File: config.mk
export PLATFORM = sky130hd
export DESIGN_NAME = arq_receive_window_ack_generator_unit
export DESIGN_NICKNAME = d
export VERILOG_FILES = /design/src/rtl/core/arq_rx_pkg.sv /design/src/rtl/core/arq_rx_cfg.sv /design/src/rtl/core/arq_rx_window.sv /design/src/rtl/core/arq_receive_window_ack_generator_unit.sv
export VERILOG_INCLUDE_DIRS = /design/src /design/src/rtl/core
export SDC_FILE = /design/constraint.sdc
export NUM_CORES = 1
export LEC_CHECK = 0
export BUFFER_PORTS_ARGS = -buffer_cell sky130_fd_sc_hd__buf_2
export CORE_MARGIN = 2
export CORE_UTILIZATION = 30
export DETAILED_ROUTE_END_ITERATION = 6
export GPL_TIMING_DRIVEN = 0
export PLACE_DENSITY = 0.49
export SYNTH_ARGS = -nofsm -noshare
export SYNTH_HDL_FRONTEND = slang
export SYNTH_SLANG_ARGS = --single-unit
File: constraint.sdc
create_clock -name clk -period 7.1 [get_ports clk]
set_input_delay 1.42 -clock clk [delete_from_list [all_inputs] [get_ports clk]]
set_output_delay 1.42 -clock clk [all_outputs]
set_load 0.02 [all_outputs]
File: src/rtl/core/arq_receive_window_ack_generator_unit_defines.svh
// ----------------------------------------------------------------------------
// ARQ receive window assertion macros
// Shared wrappers for the concurrent checks in the receive window block.
// ----------------------------------------------------------------------------
`ifndef ARQ_RECEIVE_WINDOW_ACK_GENERATOR_UNIT_DEFINES_SVH
`define ARQ_RECEIVE_WINDOW_ACK_GENERATOR_UNIT_DEFINES_SVH

// The consequent must hold in the same cycle as the antecedent.
`define ARQ_ASSERT_SAME(label, clk, rst, ante, cons) \
  label: assert property (@(posedge clk) disable iff (rst) (ante) |-> (cons)) \
    else $error("ARQ receive window check failed");

// The consequent must hold in the cycle after the antecedent.
`define ARQ_ASSERT_NEXT(label, clk, rst, ante, cons) \
  label: assert property (@(posedge clk) disable iff (rst) (ante) |=> (cons)) \
    else $error("ARQ receive window check failed");

`endif

File: src/rtl/core/arq_rx_pkg.sv
// ----------------------------------------------------------------------------
// ARQ receive window package
// Widths, codes and shared types of the ARQ receive window block.
// ----------------------------------------------------------------------------
`timescale 1ns / 1ps

package arq_rx_pkg;

  localparam int SEQ_W      = 11;
  localparam int CONN_W     = 16;
  localparam int FLAG_W     = 2;
  localparam int WIN_W      = 11;
  localparam int PERIOD_W   = 8;
  localparam int CFG_DATA_W = 11;

  localparam logic [WIN_W-1:0]    WINDOW_SIZE_RESET = WIN_W'(1);
  localparam logic [PERIOD_W-1:0] ACK_PERIOD_RESET  = PERIOD_W'(1);

  localparam logic REG_WINDOW_SIZE = 1'b0;
  localparam logic REG_ACK_PERIOD  = 1'b1;

  localparam logic MODE_NORMAL = 1'b0;

  localparam logic [FLAG_W-1:0] ORDER_OUT_OF_ORDER = 2'd0;
  localparam logic [FLAG_W-1:0] ORDER_IN_ORDER     = 2'd1;
  localparam logic [FLAG_W-1:0] ORDER_OUTSIDE      = 2'd2;

  typedef struct packed {
    logic [WIN_W-1:0]    window_size;
    logic [PERIOD_W-1:0] ack_period;
  } cfg_t;

  typedef struct packed {
    logic              mode;
    logic [SEQ_W-1:0]  sequence_number;
    logic [CONN_W-1:0] connection_id;
    logic [FLAG_W-1:0] order_flag_in;
    logic              open_feedback;
  } item_t;

  typedef struct packed {
    logic [FLAG_W-1:0] order_flag_out;
    logic              cumulative_valid;
    logic [SEQ_W-1:0]  cumulative_number;
    logic              selective_valid;
    logic [SEQ_W-1:0]  selective_number;
    logic [CONN_W-1:0] ack_connection;
    logic              new_message;
  } result_t;

  function automatic logic in_window(input logic [SEQ_W-1:0] delta,
                                     input logic [WIN_W-1:0] size);
    return (delta != '0) && (delta <= size);
  endfunction

endpackage

File: src/rtl/core/arq_rx_cfg.sv
// ----------------------------------------------------------------------------
// ARQ receive window configuration registers
// Holds the window size and acknowledgement period written over the port.
// ----------------------------------------------------------------------------
`timescale 1ns / 1ps

module arq_rx_cfg (
  input  logic                                clk,
  input  logic                                rst,
  input  logic                                cfg_write,
  input  logic                                cfg_index,
  input  logic [arq_rx_pkg::CFG_DATA_W-1:0]   cfg_data,
  output arq_rx_pkg::cfg_t                    cfg
);

  arq_rx_pkg::cfg_t regs;

  always_ff @(posedge clk) begin
    if (rst) begin
      regs.window_size <= arq_rx_pkg::WINDOW_SIZE_RESET;
      regs.ack_period  <= arq_rx_pkg::ACK_PERIOD_RESET;
    end else if (cfg_write) begin
      unique case (cfg_index)
        arq_rx_pkg::REG_WINDOW_SIZE: begin
          regs.window_size <= cfg_data[arq_rx_pkg::WIN_W-1:0];
        end
        arq_rx_pkg::REG_ACK_PERIOD: begin
          regs.ack_period <= cfg_data[arq_rx_pkg::PERIOD_W-1:0];
        end
      endcase
    end
  end

  assign cfg = regs;

endmodule

File: src/rtl/core/arq_rx_window.sv
// ----------------------------------------------------------------------------
// ARQ receive window state and acknowledgement decision
// Classifies one item against the expected number, keeps the expected number
// and reception count, and decides the acknowledgement for that item.
// ----------------------------------------------------------------------------
`timescale 1ns / 1ps

module arq_rx_window (
  input  logic                 clk,
  input  logic                 rst,
  input  logic                 advance,
  input  arq_rx_pkg::item_t    item,
  input  arq_rx_pkg::cfg_t     cfg,
  output arq_rx_pkg::result_t  result
);

  logic [arq_rx_pkg::SEQ_W-1:0]    expected_number;
  logic [arq_rx_pkg::SEQ_W-1:0]    expected_number_next;
  logic [arq_rx_pkg::PERIOD_W-1:0] reception_count;
  logic [arq_rx_pkg::PERIOD_W-1:0] reception_count_next;

  logic                            in_order;
  logic [arq_rx_pkg::SEQ_W-1:0]    ahead_dist;
  logic [arq_rx_pkg::SEQ_W-1:0]    behind_dist;
  logic [arq_rx_pkg::SEQ_W-1:0]    cum_num;
  logic [arq_rx_pkg::PERIOD_W-1:0] count_inc;
  logic                            decide;
  logic [arq_rx_pkg::FLAG_W-1:0]   order;

  always_comb begin
    in_order   = (item.sequence_number == expected_number);
    ahead_dist = item.sequence_number - expected_number;

    if (in_order) begin
      order                = item.order_flag_in;
      expected_number_next = expected_number + arq_rx_pkg::SEQ_W'(1);
    end else begin
      order = arq_rx_pkg::in_window(ahead_dist, cfg.window_size) ?
              arq_rx_pkg::ORDER_OUT_OF_ORDER : arq_rx_pkg::ORDER_OUTSIDE;
      expected_number_next = expected_number;
    end

    count_inc            = reception_count + arq_rx_pkg::PERIOD_W'(1);
    decide               = (count_inc == cfg.ack_period);
    reception_count_next = decide ? '0 : count_inc;

    cum_num     = expected_number_next - arq_rx_pkg::SEQ_W'(1);
    behind_dist = expected_number_next - item.sequence_number;

    result                = '0;
    result.order_flag_out = order;
    if (decide) begin
      if (order == arq_rx_pkg::ORDER_IN_ORDER) begin
        if (arq_rx_pkg::in_window(behind_dist, cfg.window_size)) begin
          result.cumulative_valid  = 1'b1;
          result.cumulative_number = cum_num;
          result.ack_connection    = item.connection_id;
          result.new_message       = !item.open_feedback;
        end
      end else if (order == arq_rx_pkg::ORDER_OUT_OF_ORDER &&
                   item.mode == arq_rx_pkg::MODE_NORMAL) begin
        result.selective_valid  = 1'b1;
        result.selective_number = item.sequence_number;
        result.ack_connection   = item.connection_id;
        if (!item.open_feedback) begin
          result.cumulative_valid  = 1'b1;
          result.cumulative_number = cum_num;
          result.new_message       = 1'b1;
        end
      end
    end
  end

  always_ff @(posedge clk) begin
    if (rst) begin
      expected_number <= '0;
      reception_count <= '0;
    end else if (advance) begin
      expected_number <= expected_number_next;
      reception_count <= reception_count_next;
    end
  end

endmodule

File: src/rtl/core/arq_receive_window_ack_generator_unit.sv
// ----------------------------------------------------------------------------
// ARQ receive window acknowledgement generator
// Selective-repeat receiver window with cumulative and selective ack decision.
// ----------------------------------------------------------------------------
// The block takes one received block as an item in every cycle in which
// in_stall is low and returns exactly one result item for it, through an
// input register and a result register. The rate is one item per clock while
// out_stall is low, set by the update of the expected sequence number and the
// reception counter as an item moves from the input register to the result
// register. Sequence space is 2048; all window distances are modulo it.
`timescale 1ns / 1ps

module arq_receive_window_ack_generator_unit (
  input  logic                                  clk,
  input  logic                                  rst,
  input  logic                                  cfg_write,
  input  logic                                  cfg_index,
  input  logic [arq_rx_pkg::CFG_DATA_W-1:0]     cfg_data,
  input  logic                                  in_valid,
  output logic                                  in_stall,
  input  logic                                  mode,
  input  logic [arq_rx_pkg::SEQ_W-1:0]          sequence_number,
  input  logic [arq_rx_pkg::CONN_W-1:0]         connection_id,
  input  logic [arq_rx_pkg::FLAG_W-1:0]         order_flag_in,
  input  logic                                  open_feedback,
  output logic                                  out_valid,
  input  logic                                  out_stall,
  output logic [arq_rx_pkg::FLAG_W-1:0]         order_flag_out,
  output logic                                  cumulative_valid,
  output logic [arq_rx_pkg::SEQ_W-1:0]          cumulative_number,
  output logic                                  selective_valid,
  output logic [arq_rx_pkg::SEQ_W-1:0]          selective_number,
  output logic [arq_rx_pkg::CONN_W-1:0]         ack_connection,
  output logic                                  new_message
);

  `include "arq_receive_window_ack_generator_unit_defines.svh"

  arq_rx_pkg::cfg_t    cfg;
  arq_rx_pkg::item_t   item_q;
  logic                item_valid;
  arq_rx_pkg::result_t result_comb;
  arq_rx_pkg::result_t result_q;
  logic                advance;
  logic                in_accept;

  assign advance   = item_valid && (!out_valid || !out_stall);
  assign in_stall  = item_valid && !advance;
  assign in_accept = in_valid && !in_stall;

  arq_rx_cfg u_cfg (
    .clk       (clk),
    .rst       (rst),
    .cfg_write (cfg_write),
    .cfg_index (cfg_index),
    .cfg_data  (cfg_data),
    .cfg       (cfg)
  );

  arq_rx_window u_window (
    .clk     (clk),
    .rst     (rst),
    .advance (advance),
    .item    (item_q),
    .cfg     (cfg),
    .result  (result_comb)
  );

  always_ff @(posedge clk) begin
    if (rst) begin
      item_valid <= 1'b0;
    end else if (in_accept) begin
      item_valid <= 1'b1;
    end else if (advance) begin
      item_valid <= 1'b0;
    end
  end

  always_ff @(posedge clk) begin
    if (in_accept) begin
      item_q.mode            <= mode;
      item_q.sequence_number <= sequence_number;
      item_q.connection_id   <= connection_id;
      item_q.order_flag_in   <= order_flag_in;
      item_q.open_feedback   <= open_feedback;
    end
  end

  always_ff @(posedge clk) begin
    if (rst) begin
      out_valid <= 1'b0;
    end else if (advance) begin
      out_valid <= 1'b1;
    end else if (!out_stall) begin
      out_valid <= 1'b0;
    end
  end

  always_ff @(posedge clk) begin
    if (advance) begin
      result_q <= result_comb;
    end
  end

  assign order_flag_out    = result_q.order_flag_out;
  assign cumulative_valid  = result_q.cumulative_valid;
  assign cumulative_number = result_q.cumulative_number;
  assign selective_valid   = result_q.selective_valid;
  assign selective_number  = result_q.selective_number;
  assign ack_connection    = result_q.ack_connection;
  assign new_message       = result_q.new_message;

  `ARQ_ASSERT_SAME(a_sel_only_out_of_order, clk, rst,
    out_valid && selective_valid, order_flag_out == arq_rx_pkg::ORDER_OUT_OF_ORDER)
  `ARQ_ASSERT_SAME(a_outside_no_ack, clk, rst,
    out_valid && order_flag_out == arq_rx_pkg::ORDER_OUTSIDE,
    !cumulative_valid && !selective_valid)
  `ARQ_ASSERT_SAME(a_new_msg_has_cum, clk, rst,
    out_valid && new_message, cumulative_valid)
  `ARQ_ASSERT_SAME(a_no_ack_fields_clear, clk, rst,
    out_valid && !cumulative_valid && !selective_valid,
    ack_connection == '0 && !new_message)
  `ARQ_ASSERT_NEXT(a_advance_fills_output, clk, rst, advance, out_valid)

endmodule
==> results of run 1 <==
[cell families (layout without fill, tap and decap cells)]
family,count (synthesis),after routing,share of synthesized area [%]
AOI/OAI and AO/OA,139,139,14.3
xor gates and xnor gates,51,51,6.94
adders and majority gates,47,47,9.22
buffers and inverters,66,191,3.92
DFF,114,114,46.2
muxes,3,3,0.459
and+or+nand+nor,238,238,19.0
[final timing paths]
check / cells after the start / slack [ns] / startpoint / end
max: 23 / 0.77 / u_window.expected_number[2] / ack_connection[12]
min: 2 / 0.46 / u_cfg.cfg[10] / u_cfg.cfg[10]
max reg2reg: 23 / 0.77 / u_window.expected_number[2] / ack_connection[12]
min reg2reg: 2 / 0.46 / u_cfg.cfg[10] / u_cfg.cfg[10]
[cell usage in the layout, fill, tap and decap left out, types with 4 or more instances in the layout]
master / netlist / final
edfxtp_1: 74 / 74
o21a_1: 7 / 7
nand3_1: 23 / 23
and3_1: 7 / 7
inv_1: 41 / 41
ha_1: 45 / 45
nand2_1: 58 / 58
buf_2: 6 / 97
dfxtp_1: 40 / 40
a211oi_1: 14 / 14
nand4_1: 10 / 10
a21oi_1: 44 / 44
clkbuf_1: 17 / 19
a22oi_1: 4 / 4
o21ai_0: 23 / 23
xor2_1: 14 / 14
o211a_1: 5 / 5
and2_1: 33 / 33
a211o_1: 5 / 5
clkinv_2: 0 / 4
nor2b_1: 10 / 9
o211ai_1: 5 / 5
clkbuf_16: 0 / 19
a21o_1: 6 / 6
nor3_1: 12 / 12
xnor2_1: 36 / 36
or3_1: 6 / 6
nand2b_1: 5 / 5
nor2_1: 46 / 46
nor4_1: 9 / 9
[worst reg2reg max path, cell delays in order (launching register included)]
cell	delay, ns
dfxtp_1	0.30
clkbuf_1	0.25
inv_1	0.16
ha_1	0.44
nand4_2	0.18
or4_4	0.57
buf_2	0.22
nor2_2	0.38
xnor2_1	0.24
inv_1	0.10
ha_1	0.25
a211oi_1	0.36
o21ai_0	0.18
a21oi_1	0.20
xnor2_1	0.22
ha_1	0.34
a211o_1	0.29
o221ai_1	0.19
a21oi_1	0.06
o21ai_0	0.20
o211ai_2	0.19
a31oi_2	0.46
buf_2	0.29
and2_1	0.15
[stage by stage]
stage | instance area [um2] | power (mW) | util [%]
detailed placement | 7410 | 1.02 | 34.3
floorplan | 6540 | 0.933 | -
global route | 7990 | 1.92 | 37.0
CTS | 7990 | 1.86 | 37.0
finish | 7990 | 1.83 | 37.0
global placement | 7350 | 1.02 | 34.0
[power groups by stage]
stage	combinational (mW)	clock [mW]	sequential [mW]
6_report	0.245	0.828	0.758
5_1_grt	0.278	0.884	0.762
4_1_cts	0.247	0.850	0.759
3_5_place_dp	0.245	0	0.772
3_3_place_gp	0.242	0	0.773
2_1_floorplan	0.147	0	0.786
[routing by layer]
layer | track usage [%] | part of all wire [%]
met2 | 22.3 | 44
met5 | 0 | 0
met3 | 3.38 | 4.5
met4 | 3.94 | 1.1
met1 | 21.1 | 50
[cell type report]
type                    instances  area (um2)  area share, %
multi-input cells             478        3270           40.9
flip-flops and latches        114        3020           37.8
clock buffers                  24         514           6.43
repair buffers                 93         503           6.29
well taps                     280         350           4.38
inverters                      42         158           1.97
plain buffers                  24         100           1.25
clock inverters                 8        71.3          0.892
[registers in the layout, indices dropped and copies added, names as in the netlist, 2 cells and up]
name / flops
ack_connection: 16
cumulative_number: 11
item_q: 31
order_flag_out: 2
selective_number: 11
u_cfg.cfg: 19
u_window.expected_number: 11
u_window.reception_count: 8
==> out/metrics.yaml, run 1 <==
synthCells: 658
crit_chain: "clkbuf_1 > inv_1 > ha_1 > nand4_2 > or4_4 > buf_2 > nor2_2 > xnor2_1 > inv_1 > ha_1 > a211oi_1 > o21ai_0 > a21oi_1 > xnor2_1 > ha_1 > a211o_1 > o221ai_1 > a21oi_1 > o21ai_0 > o211ai_2 > a31oi_2 > buf_2 > and2_1"
maxSlewViolCount: 0
setup_viol: 0
grt_usage_pct: 14.8
post_cts_resized: 0
yosys.area.top_type: "edfxtp_1"
first_global_vias: 4795
n_fill_cell: 2244
cp_top_family: "compound AO/OA/AOI/OAI gates"
drive_above_1_share_pct: 18.3
placedCellCount: 1031
layout.nets: 865
fin_cells: 1063
grt_antenna_before_repair: 0
num_vias: 5118
clock-sinks: 114
worstPathArrival_ns: 6.61
clock.fmax_ghz: 0.158
swShare_pct: 24.9
intPower_mw: 1.38
ys_warn_count: 0
hold_ws_ns: 0.459
drt_wl_total_mm: 16.5
rsz0062_at_grt: "false"
synth.most_common_cell: "edfxtp_1"
ioPinCount: 93
clkPwrFrac_pct: 45.2
dp_slack_ns: 0.780
die_x_um: 152
fin_worst_skew_ns: 0.0131
path_clk_slew_ns: 0.05
path_max_fanout: 10
clock_path_buffers: 2
critPathRequiredTime_ns: 7.38
netlist_area_mm2: 0.00654
p_comb_share_pct: 13.4
period_minus_slack_ns: 6.33
dr.pass1.iters: 5
cts_hold_buf: 0
switching_power_mw: 0.455
critPathCaptureType: "flop"
critPathBufInv: 5
core_mm2: 0.0216
synth_common_cells: "edfxtp_1 (74), nand2_1 (58), nor2_1 (46)"
power_frac_seq_pct: 41.4
postLayoutSetupSlackWorst_ns: 0.768
rows: 54
hold_class: "flop to flop"
cts_root_buf: "clkbuf_16"
cts_buffers: 17
irDropWorstVdd_v: 0.000155
syn_area_per_cell_um2: 9.94
fin_crit_sh_pct: 89.2
antennaDiodeCount: 0
cpMostUsedCell: "ha_1"
vias_per_cell: 4.81
status: "complete, no violations"
ys_dominant_reg_cell: "edfxtp_1"
grt_max_degree: 30
numPortBuffers: 91
post_drt_wl_per_cell_um: 15.5
cap_viol_max_count: 0
postSynth.asyncResetShare_pct: 0
first_iter_violations: 237
drc: 0
clk-insertion-delay-late_ns: 0.41
cts_tree: "done"
hold_violations: 0
ys_top_cells_by_area: "edfxtp_1 (34%), dfxtp_1 (12%), ha_1 (8.6%)"
finalSetupTns_ns: 0
synth_cell_types: 61
path_class: "flop to flop"
dieArea_mm2: 0.0230
overflow: 0
syn_nets: 753
p_leak_nw: 3.19
h-tree-depth: 4
worst_pin_slew_ns: 1.20
areaGrowthSynthToFinish_pct: 22.1
cpMaxStageDelayCell: "or4_4"
synth-seq-cells: 114
cpPeakStageDelay_ns: 0.57
initial_core_util_pct: 30.3
ant_nets: 0
dp_hpwl_mm: 12.8
place_congestion: 0.852
cp-start-kind: "flop"
max-slew-margin-rel_pct: 17.7
die_height_um: 152
yosysSeqAreaShare_pct: 46.2
grt_pass1_wl_mm: 25.7
synth_edf_count: 74
synth.top_cell.area_share_pct: 34.0
p_per_area_mw_per_mm2: 229
cts_setup_buffers: 0
Note: power is estimated with default switching activity, not from simulation.
==> run 2, diff against run 1 <==
Settings changed: BUFFER_PORTS_ARGS -buffer_cell sky130_fd_sc_hd__buf_2 to not set, DONT_BUFFER_PORTS set to 1, MAX_ROUTING_LAYER set to met4, PLACE_DENSITY 0.49 to 0.46.
==> run 2 against run 1 <==
  * Worst setup slack got worse by 0.14 ns
  * Die area unchanged
  * Hold slack worse by 0.0015 ns
  * Largest power group unchanged
  * Critical path type unchanged
  * First-iteration DRC count decreased by 7.2%
  * Clock power rose by 1%
  * Largest cell class unchanged
  * Critical path depth unchanged
==> out/metrics.yaml, run 2 (same netlist as run 1, synthesis figures left out) <==
ioPinCount: 93  # unchanged
cp-start-kind: "flop"  # unchanged
fin_worst_skew_ns: 0.00943  # was 0.0131 ns
die_x_um: 152  # unchanged
hold_class: "flop to flop"  # unchanged
setup_viol: 0  # unchanged
antennaDiodeCount: 0  # unchanged
cpPeakStageDelay_ns: 0.50  # was 0.57 ns
clock.fmax_ghz: 0.154  # was 0.158 GHz
max_flop_register: "item_q"  # unchanged
cts_buffers: 17  # unchanged
multiInputGateArea_mm2: 0.00327  # unchanged
dp_slack_ns: 0.598  # was 0.780 ns
grt_max_degree: 32  # was 30
postLayoutSetupSlackWorst_ns: 0.627  # was 0.768 ns
cts_setup_buffers: 0  # unchanged
power_mw: 1.82  # was 1.83 mW
crit_chain: "clkinv_1 > ha_1 > buf_2 > nand4_1 > or4_4 > buf_2 > nor2_2 > xnor2_1 > inv_1 > ha_1 > a211oi_1 > o21ai_0 > a21oi_1 > xnor2_1 > ha_1 > a211o_1 > o221ai_1 > a21oi_1 > o21ai_0 > o211ai_2 > a31oi_2 > buf_2 > and2_1"  # was clkbuf_1 > inv_1 > ha_1 > nand4_2 > or4_4 > buf_2 > nor2_2 > xnor2_1 > inv_1 > ha_1 > a211oi_1 > o21ai_0 > a21oi_1 > xnor2_1 > ha_1 > a211o_1 > o221ai_1 > a21oi_1 > o21ai_0 > o211ai_2 > a31oi_2 > buf_2 > and2_1
critPathRequiredTime_ns: 7.39  # was 7.38 ns
die_height_um: 152  # unchanged
critPathBufInv: 5  # unchanged
grt_antenna_before_repair: 0  # unchanged
placedCellCount: 940  # was 1031
num_vias: 4955  # was 5118
period_minus_slack_ns: 6.47  # was 6.33 ns
clock_path_buffers: 2  # unchanged
p_per_area_mw_per_mm2: 242  # was 229 mW/mm2
hold_ws_ns: 0.458  # was 0.459 ns
cp_top_family: "compound AO/OA/AOI/OAI gates"  # unchanged
worst_pin_slew_ns: 1.11  # was 1.20 ns
irDropWorstVdd_v: 0.000177  # was 0.000155 V
cts_root_buf: "clkbuf_16"  # unchanged
post_cts_resized: 0  # unchanged
core_mm2: 0.0216  # unchanged
rows: 54  # unchanged
layout.nets: 774  # was 865
fin_cells: 972  # was 1063
drive_above_1_share_pct: 7.95  # was 18.3%
first_iter_violations: 220  # was 237
fin_crit_sh_pct: 91.2  # was 89.2%
path_clk_slew_ns: 0.06  # was 0.05 ns
vias_per_cell: 5.10  # was 4.81
overflow: 0  # unchanged
critPathCaptureType: "flop"  # unchanged
drc: 0  # unchanged
cpMaxStageDelayCell: "or4_4"  # unchanged
hold_violations: 0  # unchanged
cts_tree: "done"  # unchanged
dp_hpwl_mm: 13.3  # was 12.8 mm
clk-insertion-delay-late_ns: 0.42  # was 0.41 ns
initial_core_util_pct: 30.3  # unchanged
max-slew-margin-rel_pct: 24.0  # was 17.7%
path_class: "flop to flop"  # unchanged
first_global_vias: 4908  # was 4795
drt_wl_total_mm: 17.4  # was 16.5 mm
final_area_mm2: 0.00751  # was 0.00799 mm2
n_fill_cell: 2225  # was 2244
path_max_fanout: 10  # unchanged
areaGrowthSynthToFinish_pct: 14.8  # was 22.1%
place_congestion: 0.874  # was 0.852
finalCoreUtilization_pct: 34.8  # was 37.0%
p_leak_nw: 2.81  # was 3.19 nW
numPortBuffers: 0  # was 91
final_common_cell: "edfxtp_1"  # was buf_2
grt_usage_pct: 16.1  # was 14.8%
rsz0062_at_grt: "false"  # unchanged
dieArea_mm2: 0.0230  # unchanged
status: "complete, no violations"  # unchanged
post_drt_wl_per_cell_um: 17.9  # was 15.5 um
finalSetupTns_ns: 0  # unchanged
cap_viol_max_count: 0  # unchanged
dr.pass1.iters: 5  # unchanged
final_cell_mix: "edfxtp_1 (74), nand2_1 (58), nor2_1 (46)"  # was buf_2 (97), edfxtp_1 (74), nand2_1 (58)
placed_area_mm2: 0.00694  # was 0.00741 mm2
ff_latch_area_mm2: 0.00302  # unchanged
h-tree-depth: 4  # unchanged
clock-sinks: 114  # unchanged
worstPathArrival_ns: 6.76  # was 6.61 ns
grt_pass1_wl_mm: 27.0  # was 25.7 mm
largest_reg_flops: 31  # unchanged
cts_hold_buf: 0  # unchanged
maxSlewViolCount: 0  # unchanged
ant_nets: 0  # unchanged
[run 2: per-layer routing]
metal | GRT usage [%] | routed length (um) | vias to the layer above | part of all wire [%]
li1 | - | - | 2446 | -
met1 | 21.2 | 8070 | 2327 | 46
met2 | 23.7 | 7770 | 160 | 45
met3 | 4.58 | 1210 | 22 | 7.0
met4 | 5.56 | 353 | 0 | 2.0
met5 | - | 0 | - | 0
[run 2: area by class of cell]
| type | count | area share [%] |
|---|---|---|
| plain buffers | 24 | 1.33 |
| inverters | 42 | 2.10 |
| multi-input cells | 478 | 43.5 |
| clock inverters | 15 | 1.95 |
| flip-flops and latches | 114 | 40.2 |
| clock buffers | 17 | 5.66 |
| well taps | 280 | 4.66 |
| repair buffers | 2 | 0.533 |
[run 2: worst paths after layout]
check | from | to | slack, ns | cells after the start
max | u_window.expected_number[5] | ack_connection[8] | 0.63 | 23
min | u_cfg.cfg[11] | u_cfg.cfg[11] | 0.46 | 2
max reg2reg | u_window.expected_number[5] | ack_connection[8] | 0.63 | 23
min reg2reg | u_cfg.cfg[11] | u_cfg.cfg[11] | 0.46 | 2
[run 2: where the power goes]
| part | switching [mW] | internal (mW) | leakage, nW | total (mW) |
|---|---|---|---|---|
| clock | 0.349 | 0.491 | 0.282 | 0.840 |
| sequential | 0.0360 | 0.744 | 1.03 | 0.780 |
| combinational | 0.124 | 0.0759 | 1.49 | 0.200 |
[run 2: tightest hold or removal path, delay by kind of cell (launching register included)]
kind            cells  cell delay [ns]
compound gates      1             0.05
flops               1             0.31
simple gates        1             0.05
==> run 3, diff against run 2 <==
Settings changed: RECOVER_POWER set to 25.
==> run 3 against run 2 <==
  * Flip-flop and latch count unchanged
  * The flow now finishes with violations (max-capacitance violations, max-slew violations)
  * Core utilization decreased by 0.075 points
  * Die area unchanged
  * Critical path type unchanged
  * Non-clock buffer count unchanged
  * Register-to-register slack got worse by 0.03 ns
  * Maximum frequency decreased by 0.46%
  * Hold slack about the same
  * Count of clock-buffer cells in the layout unchanged
  * Design area decreased by 0.22%
  * Global-route usage unchanged
==> out/metrics.yaml, run 3 (same netlist as run 1, synthesis figures left out) <==
clock.fmax_ghz: 0.154  # about the same
path_class: "flop to flop"  # unchanged
grt_pass1_wl_mm: 27.0  # unchanged
cts_hold_buf: 0  # unchanged
cts_tree: "done"  # unchanged
drt_wl_total_mm: 17.4  # about the same
layout.nets: 774  # unchanged
final_cell_mix: "edfxtp_1 (74), nand2_1 (58), nor2_1 (46)"  # unchanged
first_global_vias: 4908  # unchanged
grt_usage_pct: 16.1  # unchanged
grt_util_met1_pct: 21.2  # unchanged
setup_viol: 0  # unchanged
drive_above_1_share_pct: 7.80  # was 7.95%
use_met3_pct: 4.58  # unchanged
worst_pin_slew_ns: 1.81  # was 1.11 ns
grt_antenna_before_repair: 0  # unchanged
status: "finished, violations left"  # was complete, no violations
core_mm2: 0.0216  # unchanged
ant_nets: 0  # unchanged
busiest_layer: "met2"  # unchanged
dp_hpwl_mm: 13.3  # unchanged
clock-sinks: 114  # unchanged
first_iter_violations: 240  # was 220
h-tree-depth: 4  # unchanged
path_clk_slew_ns: 0.06  # about the same
overflow: 0  # unchanged
ioPinCount: 93  # unchanged
rows: 54  # unchanged
final_common_cell: "edfxtp_1"  # unchanged
maxSlewViolCount: 32  # was 0
areaGrowthSynthToFinish_pct: 14.6  # was 14.8%
worstPathArrival_ns: 6.79  # was 6.76 ns
hold_violations: 0  # unchanged
die_x_um: 152  # unchanged
use_met2_pct: 23.7  # unchanged
numPortBuffers: 0  # unchanged
clock_path_buffers: 2  # unchanged
vias_per_cell: 5.13  # was 5.10
period_minus_slack_ns: 6.50  # was 6.47 ns
die_height_um: 152  # unchanged
place_congestion: 0.874  # unchanged
dieArea_mm2: 0.0230  # unchanged
cap_viol_max_count: 1  # was 0
finalSetupTns_ns: 0  # unchanged
antennaDiodeCount: 0  # unchanged
grt_max_degree: 32  # unchanged
num_vias: 4984  # was 4955
fin_worst_skew_ns: 0.00904  # was 0.00943 ns
p_per_area_mw_per_mm2: 242  # about the same
cp-start-kind: "flop"  # unchanged
max-slew-margin-rel_pct: -20.4  # was 24.0%
initial_core_util_pct: 30.3  # unchanged
rsz0062_at_grt: "false"  # unchanged
p_leak_nw: 2.80  # was 2.81 nW
violations: "max-capacitance violations, max-slew violations"
critPathCaptureType: "flop"  # unchanged
fin_crit_sh_pct: 91.6  # was 91.2%
critPathRequiredTime_ns: 7.38  # was 7.39 ns
cts_setup_buffers: 0  # unchanged
path_max_fanout: 10  # unchanged
irDropWorstVdd_v: 0.000177  # about the same
cts_root_buf: "clkbuf_16"  # unchanged
power_mw: 1.82  # about the same
hold_class: "flop to flop"  # unchanged
post_drt_wl_per_cell_um: 17.9  # about the same
drc: 0  # unchanged
max_flop_register: "item_q"  # unchanged
dr.pass1.iters: 5  # unchanged
clk-insertion-delay-late_ns: 0.42  # about the same
cts_buffers: 17  # unchanged
post_cts_resized: 0  # unchanged
largest_reg_flops: 31  # unchanged
==> run 3: path summary, 6_finish.rpt <==
path                                    start                end  slack, ns  depth (start not counted)
setup / recovery  u_window.expected_number[5]  ack_connection[8]       0.60                         23
hold / removal                  u_cfg.cfg[11]      u_cfg.cfg[11]       0.46                          2
setup reg to reg  u_window.expected_number[5]  ack_connection[8]       0.60                         23
hold reg to reg                 u_cfg.cfg[11]      u_cfg.cfg[11]       0.46                          2
==> run 3: per-stage QoR <==
step           worst slack (ns)  hold WS, ns  std cells  util (%)  instance area (um2)
2_1_floorplan              1.96        0.436        658         -                 6540
3_3_place_gp              0.631        0.448        938      31.9                 6890
3_5_place_dp              0.598        0.451        940      32.1                 6940
4_1_cts                   0.581        0.459        972      34.8                 7510
5_1_grt                  0.0329        0.475        972      34.7                 7500
6_report                  0.597        0.458        972      34.7                 7500
==> run 3: cell type report <==
| type | count | area [um2] |
|---|---|---|
| tap | 280 | 350 |
| multi-input combinational | 478 | 3270 |
| timing repair buffer | 2 | 23.8 |
| clock inverter | 15 | 146 |
| inverter | 42 | 158 |
| fill | 2227 | 14100 |
| buffer | 24 | 100 |
| clock buffer | 17 | 425 |
| sequential | 114 | 3020 |
==> run 3: metal layers <==
metal  vias to the layer above  routed length, um
met5                         -                  0
met4                         0                323
met3                        21               1260
met2                       163               7770
met1                      2352               8060
li1                       2448                  -
==> run 3: power by group <==
part / internal [mW] / total [mW] / switching [mW]
clock network: 0.491 / 0.839 / 0.348
registers: 0.744 / 0.780 / 0.0359
logic: 0.0747 / 0.198 / 0.123
total: 1.31 / 1.82 / 0.507
==> run 3: worst max-delay path, stage by stage (launching register included) <==
cell and delay [ns]:
dfxtp_1 0.39, clkinv_1 0.29, ha_1 0.37, buf_2 0.20, nand4_1 0.21, or4_4 0.49
buf_2 0.22, nor2_2 0.37, xnor2_1 0.27, inv_1 0.13, ha_1 0.26, a211oi_1 0.39
o21ai_0 0.16, a21oi_1 0.19, xnor2_1 0.22, ha_1 0.33, a211o_1 0.29, o221ai_1 0.18
a21oi_1 0.07, o21ai_0 0.23, o211ai_2 0.25, a31oi_2 0.44, buf_2 0.27, and2_1 0.15
